--- config.mk ---
export PLATFORM = sky130hd
export DESIGN_NAME = pixel_to_hex_clamped_flat
export DESIGN_NICKNAME = d
export VERILOG_FILES = /design/src/rtl/pth_pkg.sv /design/src/rtl/pth_in_if.sv /design/src/rtl/pth_out_if.sv /design/src/rtl/pth_cfg_if.sv /design/src/rtl/pixel_to_hex_clamped.sv /design/src/flat_wrapper.sv
export SDC_FILE = /design/constraint.sdc
export NUM_CORES = 2
export LEC_CHECK = 0
export CORE_MARGIN = 4
export CORE_UTILIZATION = 28
export CTS_CLUSTER_SIZE = 40
export DETAILED_ROUTE_END_ITERATION = 8
export DONT_BUFFER_PORTS = 1
export GPL_TIMING_DRIVEN = 0
export SETUP_SLACK_MARGIN = 0.3
export SLEW_MARGIN = 10
export SYNTH_ARGS = -nofsm -noshare
export SYNTH_HDL_FRONTEND = slang
export SYNTH_SLANG_ARGS = --single-unit
export TNS_END_PERCENT = 20
--- constraint.sdc ---
create_clock -name clk -period 9.8 [get_ports clk]
set_input_delay 1.47 -clock clk [delete_from_list [all_inputs] [get_ports clk]]
set_output_delay 1.47 -clock clk [all_outputs]
set_load 0.02 [all_outputs]
--- src/rtl/pth_pkg.sv ---
package pth_pkg;

  localparam int PIXEL_BITS = 12;
  localparam int FRAC_BITS  = 16;
  localparam int INV_BITS   = 16;
  localparam int GRID_BITS  = 8;
  localparam int CUBE_W     = 8;

  localparam int TOT_FRAC = FRAC_BITS + INV_BITS;
  localparam int OFF_W    = PIXEL_BITS + 1;
  localparam int NQ_W     = PIXEL_BITS + FRAC_BITS + 2;
  localparam int MB_W     = (FRAC_BITS > INV_BITS) ? FRAC_BITS : INV_BITS;
  localparam int PROD_W   = NQ_W + MB_W + 1;
  localparam int FQ_W     = NQ_W + INV_BITS;
  localparam int FS_W     = FQ_W + 1;
  localparam int RI_W     = FS_W + 1 - TOT_FRAC;
  localparam int CW       = RI_W + 2;
  localparam int ERR_W    = TOT_FRAC;
  localparam int LIM_W    = GRID_BITS - 1;

  localparam int CFG_IDX_W  = 2;
  localparam int CFG_DATA_W = 16;

  localparam logic [CFG_IDX_W-1:0] REG_CENTER_X   = CFG_IDX_W'(0);
  localparam logic [CFG_IDX_W-1:0] REG_CENTER_Y   = CFG_IDX_W'(1);
  localparam logic [CFG_IDX_W-1:0] REG_INV_RADIUS = CFG_IDX_W'(2);
  localparam logic [CFG_IDX_W-1:0] REG_GRID_SIZE  = CFG_IDX_W'(3);

  localparam logic [INV_BITS-1:0]  INV_RADIUS_RST = INV_BITS'(2048);
  localparam logic [GRID_BITS-1:0] GRID_SIZE_RST  = GRID_BITS'(11);

  // Round a Q32 constant to nearest in Q(FRAC_BITS).
  function automatic logic [FRAC_BITS-1:0] to_frac(input logic [63:0] q32);
    logic [63:0] sum;
    sum = q32 + (64'd1 << (31 - FRAC_BITS));
    return FRAC_BITS'(sum >> (32 - FRAC_BITS));
  endfunction

  localparam logic [FRAC_BITS-1:0] K_SQRT3_3   = to_frac(64'd2479700524);
  localparam logic [FRAC_BITS-1:0] K_THIRD     = to_frac(64'd1431655765);
  localparam logic [FRAC_BITS-1:0] K_TWO_THIRD = to_frac(64'd2863311531);

endpackage

--- src/rtl/pth_in_if.sv ---
interface pth_in_if import pth_pkg::*; ();
  logic                  valid;
  logic                  ready;
  logic [PIXEL_BITS-1:0] pixel_x;
  logic [PIXEL_BITS-1:0] pixel_y;

  modport source (output valid, output pixel_x, output pixel_y, input ready);
  modport sink   (input valid, input pixel_x, input pixel_y, output ready);
endinterface

--- src/rtl/pth_out_if.sv ---
interface pth_out_if import pth_pkg::*; ();
  logic                     valid;
  logic                     ready;
  logic signed [CUBE_W-1:0] cube_q;
  logic signed [CUBE_W-1:0] cube_r;
  logic signed [CUBE_W-1:0] cube_s;

  modport source (output valid, output cube_q, output cube_r, output cube_s, input ready);
  modport sink   (input valid, input cube_q, input cube_r, input cube_s, output ready);
endinterface

--- src/rtl/pth_cfg_if.sv ---
interface pth_cfg_if import pth_pkg::*; ();
  logic                  valid;
  logic                  ready;
  logic [CFG_IDX_W-1:0]  index;
  logic [CFG_DATA_W-1:0] data;

  modport source (output valid, output index, output data, input ready);
  modport sink   (input valid, input index, input data, output ready);
endinterface

--- src/rtl/pixel_to_hex_clamped.sv ---
// The clamp walk takes no steps inside the grid, else the hex distance of the
// rounded tile minus the limit plus one.
// The input is ready only while idle, so one transaction is finished before the
// next is accepted; all multiplies go through the single shared multiplier.
// Reset (rst_n low, synchronous): sequencer idle, no result pending,
// center 0/0, inv_radius 2048, grid_size 11.
module pixel_to_hex_clamped import pth_pkg::*; (
  input  logic         clk,
  input  logic         rst_n,
  pth_in_if.sink       in_ch,
  pth_out_if.source    out_ch,
  pth_cfg_if.sink      cfg_ch
);

  // Sequencer codes
  localparam logic [3:0] ST_IDLE = 4'd0;
  localparam logic [3:0] ST_M0   = 4'd1;  // acc = K(sqrt3/3) * x
  localparam logic [3:0] ST_M1   = 4'd2;  // acc -= K(1/3) * y  -> nq
  localparam logic [3:0] ST_M2   = 4'd3;  // nr = K(2/3) * y
  localparam logic [3:0] ST_M3   = 4'd4;  // fq = nq * inv_radius
  localparam logic [3:0] ST_M4   = 4'd5;  // fr = nr * inv_radius
  localparam logic [3:0] ST_R0   = 4'd6;  // round fq, form fs
  localparam logic [3:0] ST_R1   = 4'd7;  // round fr
  localparam logic [3:0] ST_R2   = 4'd8;  // round fs
  localparam logic [3:0] ST_FIX  = 4'd9;  // re-derive worst component, latch limit
  localparam logic [3:0] ST_WALK = 4'd10; // one clamp step per cycle
  localparam logic [3:0] ST_DONE = 4'd11; // hand result to output register

  // Configuration registers
  logic [PIXEL_BITS-1:0] center_x_r;
  logic [PIXEL_BITS-1:0] center_y_r;
  logic [INV_BITS-1:0]   inv_radius_r;
  logic [GRID_BITS-1:0]  grid_size_r;

  // Sequencer and datapath registers
  logic [3:0]               state_r, state_nxt;
  logic signed [OFF_W-1:0]  x_r, x_nxt;
  logic signed [OFF_W-1:0]  y_r, y_nxt;
  logic signed [NQ_W-1:0]   acc_r, acc_nxt;
  logic signed [NQ_W-1:0]   nr_r, nr_nxt;
  logic signed [FQ_W-1:0]   fq_r, fq_nxt;
  logic signed [FQ_W-1:0]   fr_r, fr_nxt;
  logic signed [FS_W-1:0]   fs_r, fs_nxt;
  logic signed [CW-1:0]     q_r, q_nxt;
  logic signed [CW-1:0]     r_r, r_nxt;
  logic signed [CW-1:0]     s_r, s_nxt;
  logic [ERR_W-1:0]         dq_r, dq_nxt;
  logic [ERR_W-1:0]         dr_r, dr_nxt;
  logic [ERR_W-1:0]         ds_r, ds_nxt;
  logic [LIM_W-1:0]         lim_r, lim_nxt;

  // Output register
  logic                     out_valid_r, out_valid_nxt;
  logic signed [CUBE_W-1:0] out_q_r, out_q_nxt;
  logic signed [CUBE_W-1:0] out_r_r, out_r_nxt;
  logic signed [CUBE_W-1:0] out_s_r, out_s_nxt;

  logic in_acc;
  logic out_load;

  // Shared multiplier: signed A times unsigned B
  logic signed [NQ_W-1:0]   mul_a;
  logic [MB_W-1:0]          mul_b;
  logic signed [PROD_W-1:0] mul_p;

  // Shared rounding unit: half away from zero, with absolute error
  logic signed [FS_W-1:0] rnd_in;
  logic                   rnd_neg;
  logic [FS_W-1:0]        rnd_mag;
  logic [FS_W:0]          rnd_sum;
  logic [RI_W-1:0]        rnd_ri;
  logic [FS_W:0]          rnd_back;
  logic [ERR_W-1:0]       rnd_err;
  logic signed [CW-1:0]   rnd_val;

  // Clamp walk
  logic [CW-1:0]    mq, mr, ms;
  logic [CW+1:0]    mag_sum;
  logic [CW:0]      hex_dist;
  logic             walk_step;
  logic [LIM_W-1:0] lim_calc;

  function automatic logic signed [CW-1:0] toward_zero(input logic signed [CW-1:0] v);
    return v[CW-1] ? v + CW'(1) : v - CW'(1);
  endfunction

  assign in_acc         = in_ch.valid && in_ch.ready;
  assign in_ch.ready    = (state_r == ST_IDLE);
  assign cfg_ch.ready   = 1'b1;
  assign out_ch.valid   = out_valid_r;
  assign out_ch.cube_q  = out_q_r;
  assign out_ch.cube_r  = out_r_r;
  assign out_ch.cube_s  = out_s_r;

  // Configuration writes; the user must send these only while the block is idle, which the block does not enforce.
  always_ff @(posedge clk) begin
    if (!rst_n) begin
      center_x_r   <= '0;
      center_y_r   <= '0;
      inv_radius_r <= INV_RADIUS_RST;
      grid_size_r  <= GRID_SIZE_RST;
    end else if (cfg_ch.valid && cfg_ch.ready) begin
      unique case (cfg_ch.index)
        REG_CENTER_X:   center_x_r   <= cfg_ch.data[PIXEL_BITS-1:0];
        REG_CENTER_Y:   center_y_r   <= cfg_ch.data[PIXEL_BITS-1:0];
        REG_INV_RADIUS: inv_radius_r <= cfg_ch.data[INV_BITS-1:0];
        REG_GRID_SIZE:  grid_size_r  <= cfg_ch.data[GRID_BITS-1:0];
        default: ;
      endcase
    end
  end

  // Operand select for the shared multiplier
  always_comb begin
    mul_a = NQ_W'(x_r);
    mul_b = MB_W'(K_SQRT3_3);
    unique case (state_r)
      ST_M1: begin
        mul_a = NQ_W'(y_r);
        mul_b = MB_W'(K_THIRD);
      end
      ST_M2: begin
        mul_a = NQ_W'(y_r);
        mul_b = MB_W'(K_TWO_THIRD);
      end
      ST_M3: begin
        mul_a = acc_r;
        mul_b = MB_W'(inv_radius_r);
      end
      ST_M4: begin
        mul_a = nr_r;
        mul_b = MB_W'(inv_radius_r);
      end
      default: ;
    endcase
  end

  assign mul_p = PROD_W'(mul_a) * PROD_W'($signed({1'b0, mul_b}));

  // Rounding unit input: fq, then fr, then fs
  always_comb begin
    unique case (state_r)
      ST_R1:   rnd_in = FS_W'(fr_r);
      ST_R2:   rnd_in = fs_r;
      default: rnd_in = FS_W'(fq_r);
    endcase
  end

  assign rnd_neg  = rnd_in[FS_W-1];
  assign rnd_mag  = rnd_neg ? FS_W'(-rnd_in) : FS_W'(rnd_in);
  assign rnd_sum  = {1'b0, rnd_mag} + ((FS_W+1)'(1) << (TOT_FRAC - 1));
  assign rnd_ri   = rnd_sum[FS_W:TOT_FRAC];
  assign rnd_back = {rnd_ri, {TOT_FRAC{1'b0}}};
  assign rnd_err  = (rnd_back >= {1'b0, rnd_mag}) ? ERR_W'(rnd_back - {1'b0, rnd_mag})
                                                  : ERR_W'({1'b0, rnd_mag} - rnd_back);
  assign rnd_val  = rnd_neg ? -$signed(CW'(rnd_ri)) : $signed(CW'(rnd_ri));

  // Distance limit: (grid_size-1)/2 - 1, never below one
  assign lim_calc = (grid_size_r < GRID_BITS'(5)) ? LIM_W'(1)
                    : LIM_W'((grid_size_r - GRID_BITS'(1)) >> 1) - LIM_W'(1);

  // Clamp walk: magnitudes and hex distance of the current coordinate
  assign mq        = q_r[CW-1] ? CW'(-q_r) : CW'(q_r);
  assign mr        = r_r[CW-1] ? CW'(-r_r) : CW'(r_r);
  assign ms        = s_r[CW-1] ? CW'(-s_r) : CW'(s_r);
  assign mag_sum   = (CW+2)'(mq) + (CW+2)'(mr) + (CW+2)'(ms);
  assign hex_dist  = mag_sum[CW+1:1];
  assign walk_step = (hex_dist >= (CW+1)'(lim_r));

  assign out_load = (state_r == ST_DONE) && (!out_valid_r || out_ch.ready);

  always_comb begin
    state_nxt = state_r;
    x_nxt     = x_r;
    y_nxt     = y_r;
    acc_nxt   = acc_r;
    nr_nxt    = nr_r;
    fq_nxt    = fq_r;
    fr_nxt    = fr_r;
    fs_nxt    = fs_r;
    q_nxt     = q_r;
    r_nxt     = r_r;
    s_nxt     = s_r;
    dq_nxt    = dq_r;
    dr_nxt    = dr_r;
    ds_nxt    = ds_r;
    lim_nxt   = lim_r;
    out_q_nxt = out_q_r;
    out_r_nxt = out_r_r;
    out_s_nxt = out_s_r;

    unique case (state_r)
      ST_IDLE: begin
        // Latch centered offsets on the input transaction
        if (in_acc) begin
          x_nxt     = $signed(OFF_W'({1'b0, in_ch.pixel_x})) - $signed(OFF_W'({1'b0, center_x_r}));
          y_nxt     = $signed(OFF_W'({1'b0, in_ch.pixel_y})) - $signed(OFF_W'({1'b0, center_y_r}));
          state_nxt = ST_M0;
        end
      end
      ST_M0: begin
        acc_nxt   = mul_p[NQ_W-1:0];
        state_nxt = ST_M1;
      end
      ST_M1: begin
        acc_nxt   = acc_r - mul_p[NQ_W-1:0];
        state_nxt = ST_M2;
      end
      ST_M2: begin
        nr_nxt    = mul_p[NQ_W-1:0];
        state_nxt = ST_M3;
      end
      ST_M3: begin
        fq_nxt    = mul_p[FQ_W-1:0];
        state_nxt = ST_M4;
      end
      ST_M4: begin
        fr_nxt    = mul_p[FQ_W-1:0];
        state_nxt = ST_R0;
      end
      ST_R0: begin
        q_nxt     = rnd_val;
        dq_nxt    = rnd_err;
        fs_nxt    = -FS_W'(fq_r) - FS_W'(fr_r);
        state_nxt = ST_R1;
      end
      ST_R1: begin
        r_nxt     = rnd_val;
        dr_nxt    = rnd_err;
        state_nxt = ST_R2;
      end
      ST_R2: begin
        s_nxt     = rnd_val;
        ds_nxt    = rnd_err;
        state_nxt = ST_FIX;
      end
      ST_FIX: begin
        // Rebuild the component that rounded worst so that q + r + s = 0
        priority if (dq_r > dr_r && dq_r > ds_r) begin
          q_nxt = -r_r - s_r;
        end else if (dr_r > ds_r) begin
          r_nxt = -q_r - s_r;
        end else begin
          s_nxt = -q_r - r_r;
        end
        lim_nxt   = lim_calc;
        state_nxt = ST_WALK;
      end
      ST_WALK: begin
        // Step the largest and next largest magnitudes toward zero
        if (walk_step) begin
          priority if (mq > mr && mq > ms) begin
            q_nxt = toward_zero(q_r);
            if (mr > ms) r_nxt = toward_zero(r_r);
            else         s_nxt = toward_zero(s_r);
          end else if (mr > ms) begin
            r_nxt = toward_zero(r_r);
            if (mq > ms) q_nxt = toward_zero(q_r);
            else         s_nxt = toward_zero(s_r);
          end else begin
            s_nxt = toward_zero(s_r);
            if (mq > mr) q_nxt = toward_zero(q_r);
            else         r_nxt = toward_zero(r_r);
          end
        end else begin
          state_nxt = ST_DONE;
        end
      end
      ST_DONE: begin
        // Hold until the output register is free
        if (out_load) begin
          out_q_nxt = q_r[CUBE_W-1:0];
          out_r_nxt = r_r[CUBE_W-1:0];
          out_s_nxt = s_r[CUBE_W-1:0];
          state_nxt = ST_IDLE;
        end
      end
      default: state_nxt = ST_IDLE;
    endcase
  end

  always_comb begin
    out_valid_nxt = out_valid_r;
    if (out_load)          out_valid_nxt = 1'b1;
    else if (out_ch.ready) out_valid_nxt = 1'b0;
  end

  always_ff @(posedge clk) begin
    if (!rst_n) begin
      state_r     <= ST_IDLE;
      out_valid_r <= 1'b0;
    end else begin
      state_r     <= state_nxt;
      out_valid_r <= out_valid_nxt;
    end
  end

  always_ff @(posedge clk) begin
    x_r     <= x_nxt;
    y_r     <= y_nxt;
    acc_r   <= acc_nxt;
    nr_r    <= nr_nxt;
    fq_r    <= fq_nxt;
    fr_r    <= fr_nxt;
    fs_r    <= fs_nxt;
    q_r     <= q_nxt;
    r_r     <= r_nxt;
    s_r     <= s_nxt;
    dq_r    <= dq_nxt;
    dr_r    <= dr_nxt;
    ds_r    <= ds_nxt;
    lim_r   <= lim_nxt;
    out_q_r <= out_q_nxt;
    out_r_r <= out_r_nxt;
    out_s_r <= out_s_nxt;
  end

  // An input transaction always starts the multiply sequence
  a_start: assert property (@(posedge clk) disable iff (!rst_n)
    in_acc |=> (state_r == ST_M0))
    else $error("sequencer did not start after input transaction");

  // Each clamp step keeps the cube invariant
  a_walk_sum: assert property (@(posedge clk) disable iff (!rst_n)
    (state_r == ST_WALK) |-> ((q_r + r_r + s_r) == CW'(0)))
    else $error("cube invariant broken during clamp walk");

  // A finished walk leaves every magnitude below the limit
  a_walk_done: assert property (@(posedge clk) disable iff (!rst_n)
    (state_r == ST_DONE) |-> ((CW+1)'(mq) < (CW+1)'(lim_r) && (CW+1)'(mr) < (CW+1)'(lim_r)
                              && (CW+1)'(ms) < (CW+1)'(lim_r)))
    else $error("clamp walk ended outside the limit");

  // Presented results sum to zero
  a_out_sum: assert property (@(posedge clk) disable iff (!rst_n)
    out_valid_r |-> ((out_q_r + out_r_r + out_s_r) == CUBE_W'(0)))
    else $error("result does not satisfy q + r + s = 0");

endmodule

--- src/flat_wrapper.sv ---
// flat-port wrapper written by rule: the top's interface ports become plain ports
module pixel_to_hex_clamped_flat import pth_pkg::*;
  (clk, rst_n, in_ch_valid, in_ch_pixel_x, in_ch_pixel_y, in_ch_ready, out_ch_valid, out_ch_cube_q, out_ch_cube_r, out_ch_cube_s, out_ch_ready, cfg_ch_valid, cfg_ch_index, cfg_ch_data, cfg_ch_ready);
  pth_in_if in_ch_i ();
  pth_out_if out_ch_i ();
  pth_cfg_if cfg_ch_i ();
  input  logic clk;
  input  logic rst_n;
  input wire logic [$bits(in_ch_i.valid)-1:0] in_ch_valid;
  input wire logic [$bits(in_ch_i.pixel_x)-1:0] in_ch_pixel_x;
  input wire logic [$bits(in_ch_i.pixel_y)-1:0] in_ch_pixel_y;
  output wire logic [$bits(in_ch_i.ready)-1:0] in_ch_ready;
  output wire logic [$bits(out_ch_i.valid)-1:0] out_ch_valid;
  output wire logic [$bits(out_ch_i.cube_q)-1:0] out_ch_cube_q;
  output wire logic [$bits(out_ch_i.cube_r)-1:0] out_ch_cube_r;
  output wire logic [$bits(out_ch_i.cube_s)-1:0] out_ch_cube_s;
  input wire logic [$bits(out_ch_i.ready)-1:0] out_ch_ready;
  input wire logic [$bits(cfg_ch_i.valid)-1:0] cfg_ch_valid;
  input wire logic [$bits(cfg_ch_i.index)-1:0] cfg_ch_index;
  input wire logic [$bits(cfg_ch_i.data)-1:0] cfg_ch_data;
  output wire logic [$bits(cfg_ch_i.ready)-1:0] cfg_ch_ready;
  assign in_ch_i.valid = in_ch_valid;
  assign in_ch_i.pixel_x = in_ch_pixel_x;
  assign in_ch_i.pixel_y = in_ch_pixel_y;
  assign in_ch_ready = in_ch_i.ready;
  assign out_ch_valid = out_ch_i.valid;
  assign out_ch_cube_q = out_ch_i.cube_q;
  assign out_ch_cube_r = out_ch_i.cube_r;
  assign out_ch_cube_s = out_ch_i.cube_s;
  assign out_ch_i.ready = out_ch_ready;
  assign cfg_ch_i.valid = cfg_ch_valid;
  assign cfg_ch_i.index = cfg_ch_index;
  assign cfg_ch_i.data = cfg_ch_data;
  assign cfg_ch_ready = cfg_ch_i.ready;
  pixel_to_hex_clamped u_core (.clk(clk), .rst_n(rst_n), .in_ch(in_ch_i), .out_ch(out_ch_i), .cfg_ch(cfg_ch_i));
endmodule
==> reports/metrics.sh <==
SYNTH.TOP_CELLS.BY_AREA='edfxtp_1 23%, fa_1 17%, ha_1 13%'
FIN_NETS=7176
CTS_TREE='done'
RELSLEWSLACK=0.109
AVGROUTEDWIREPERCELL_UM=19.5
RR_WORST_DEPTH=39
NUMCTSBUFFERS=53
FINCLKSKEW_NS=0.0315
WORST_SETUP_PATH_END_KIND='register'
CP.REQUIRED_NS=10.19
GR-TOTAL-OVERFLOW=0
WIRE_LENGTH_OF_THE_FIRST_GLOBAL_ROUTING_PASS_UM=260000
DESIGN.DIE.AREA_UM2=199000
DRTANTENNAVIOLNETS=0
YS_WARNS=0
TOP_LEVEL_PORTS=74
GLOBALPLACE.CONGESTION=0.942
POST-SYNTH-TOP-COUNT-CELL='inv_1'
SYNTHTOLAYOUTAREAGROWTH_PCT=13.6
H-TREE-DEPTH=2
WORSTHOLDPATHTYPE='register to register'
FIN_CRIT_SH=0.957
POST_SYNTHESIS_SEQUENTIAL_AREA_RATIO=0.247
HOLD_DEPTH=2
FRACTION_OF_FINAL_LAYOUT_CELLS_SIZED_BEYOND_DRIVE_STRENGTH_1=0.0765
PLACEABLECOREAREA_UM2=190000
CRITICAL-PATH-MAX-STAGE-DELAY_NS=0.59
CLK_PIN_SLEW_WORST_PATHS_NS=0.06
FILLER_CELL_COUNT=19500
WORST-PATH-MAX-FANOUT=10
ROOT_BUFFER_MASTER='clkbuf_16'
WORSTSKEWPAIRLATENCY_NS=0.66
YS_TOP_CELLS_BY_COUNT='945 x inv_1, 593 x nand2_1, 559 x ha_1, 535 x nor2_1, 468 x fa_1'
ROUTE.VIAS.TOTAL=43900
SYNTH.FF_LATCH_COUNT=459
DETAIL_ROUTE.WIRELENGTH_UM=169000
DIE_HEIGHT_UM=446
INITIAL_CORE_UTIL=0.282
POST-ROUTE-DRC-COUNT=0
POST_SYNTH_INST_COUNT=5956
GRT_PASS1_VIAS=44500
MAXIMUM_NUMBER_OF_PINS_ON_ONE_NET_BEFORE_GLOBAL_ROUTE_REPAIR=42
DETAILEDROUTE.FIRSTITERATIONVIOLATIONS=3002
NUMBER_OF_BUFFERS_INSERTED_BY_PORT_BUFFERING=0
ANTENNA_FOUND_INITIAL=3
TRITONCTS_NUM_SINKS=459
MULTI_INPUT_COMB_AREA_UM2=37100
TIMING.FINAL.MAX_SLEW_VIOLATIONS=0
SETUP_TNS_NS=0
YOSYS_TOP_CELL_AREA_SHARE=0.227
TIMING.FMAX_MHz=107
GRTUSAGETOTAL=0.167
AREA.SEQUENTIAL_UM2=13300
ASYNCSETRESETFLOPFRACSYNTH=0
CRITPATHLAUNCHTYPE='register'
CRIT_TYPE='register to register'
FINAL_PERIOD_MINUS_WORST_SETUP_SLACK_NS=9.38
SYNTH_AREA_UM2=53700
CAP_VIOLATIONS=0
SYNTH-EDFF-COUNT=406
CLK_PATH_BUF_DEPTH=3
HPWL_UM=136000
FLOORPLAN.ROWS=160
SYNTH_TOP_FLOP_CELL='edfxtp_1'
SYN_NETS=7030
FINALSETUPVIOLATIONS=0
SYNTHDOMINANTAREACELLTYPE='edfxtp_1'
POSTSYNTHAREAPERCELL_UM2=9.01
SYNTH.DISTINCT_CELLS=94
HOLD_VIO_CNT_FINAL=0
DETAILEDROUTE.FIRSTPASSITERATIONCOUNT=6
WORST_PIN_SLEW_NS=1.33
GRT_SETUP_UNREPAIRED='true'
OUTCOME='finished, final reports clean'
CRITICAL_PATH.SLOWEST_CELL='fa_1'
DIE_WIDTH_UM=446
POST_DRT_VIA_CELL_RATIO=5.07
CRITPATHARRIVALTIME_NS=9.77
[critical path: cells and delay by family (launching register included)]
kind | cells | cell delay (ns)
simple gates | 5 | 0.54
fa+ha+maj | 9 | 4.20
xor+xnor | 2 | 0.29
flops | 1 | 0.32
mux | 1 | 0.24
compound gates | 12 | 2.34
buf+inv | 10 | 1.17
[sequential cells by signal, indices dropped and copies added (netlist names), 30 cells and up]
| signal | flops |
|---|---|
| u_core.dr_r | 32 |
| u_core.fr_r | 46 |
| u_core.nr_r | 30 |
| u_core.fs_r | 47 |
| u_core.dq_r | 32 |
| u_core.acc_r | 30 |
| u_core.fq_r | 46 |
| u_core.ds_r | 32 |
[layout make-up]
class                      instances  area share
tap                             2511      0.0515
clock buffer                      58      0.0221
buffer                           171      0.0182
antenna                            2   0.0000821
inverter                         949      0.0586
multi-input combinational       4377       0.609
clock inverter                    41     0.00870
timing repair buffer              91      0.0145
sequential                       459       0.217
[cells by family (layout without fill, tap and decap cells)]
kind of cell             after synthesis  count (layout)  share of synthesized area
multiplexers                          24              24                    0.00452
flip-flops                           459             459                      0.247
AO/OA/AOI/OAI                       1228            1228                      0.152
adder cells (fa/ha/maj)             1030            1030                      0.305
other                                  1               3                  0.0000699
AND/OR/NAND/NOR                     1700            1700                      0.146
XOR/XNOR                             394             394                     0.0644
buffers and inverters               1120            1310                     0.0804
[path summary, 6_finish.rpt]
check                        from                    to  slack [ns]
max             u_core.state_r[1]      u_core.acc_r[29]        0.42
min          u_core.center_y_r[7]  u_core.center_y_r[7]        0.47
max reg2reg     u_core.state_r[1]      u_core.acc_r[29]        0.42
min reg2reg  u_core.center_y_r[7]  u_core.center_y_r[7]        0.47
[metal layers]
metal | track usage | routed length [um] | up-vias
met1 | 0.218 | 71900 | 21500
met2 | 0.280 | 78700 | 1481
met3 | 0.0236 | 11200 | 311
met5 | 0 | 13 | -
met4 | 0.0632 | 7140 | 2
li1 | - | - | 20500
[cells in the final DEF, fill, tap and decap left out, drive strengths merged, types with 150 or more instances in the layout]
cell / netlist / layout
edfxtp: 406 / 406
clkbuf: 132 / 176
nor2: 535 / 535
xnor2: 244 / 244
xor2: 150 / 150
inv: 948 / 951
o21ai: 260 / 260
nand2: 594 / 594
a21oi: 276 / 276
fa: 468 / 468
ha: 559 / 559
[stage by stage]
stage	worst slack, ns	util	instance area (um^2)	hold slack (ns)	std cells
global placement	-2.49	0.299	56800	0.450	8467
CTS	0.303	0.317	60300	0.468	8631
finish	0.423	0.320	61000	0.465	8659
floorplan	0.307	-	53700	0.443	5956
detailed placement	-2.68	0.300	57100	0.458	8484
global route	0.172	0.320	61000	0.487	8657
[repair_timing]
item	4_1_cts	5_1_grt
resized for setup	214	128
endpoints found under the setup margin	93	65
pin swaps	18	21
gates cloned	3	1
hold buffers	0	0
setup buffers	45	25
Power is not shown: default switching activity piles up to over one toggle a cycle in this logic, so the estimate is an artifact.
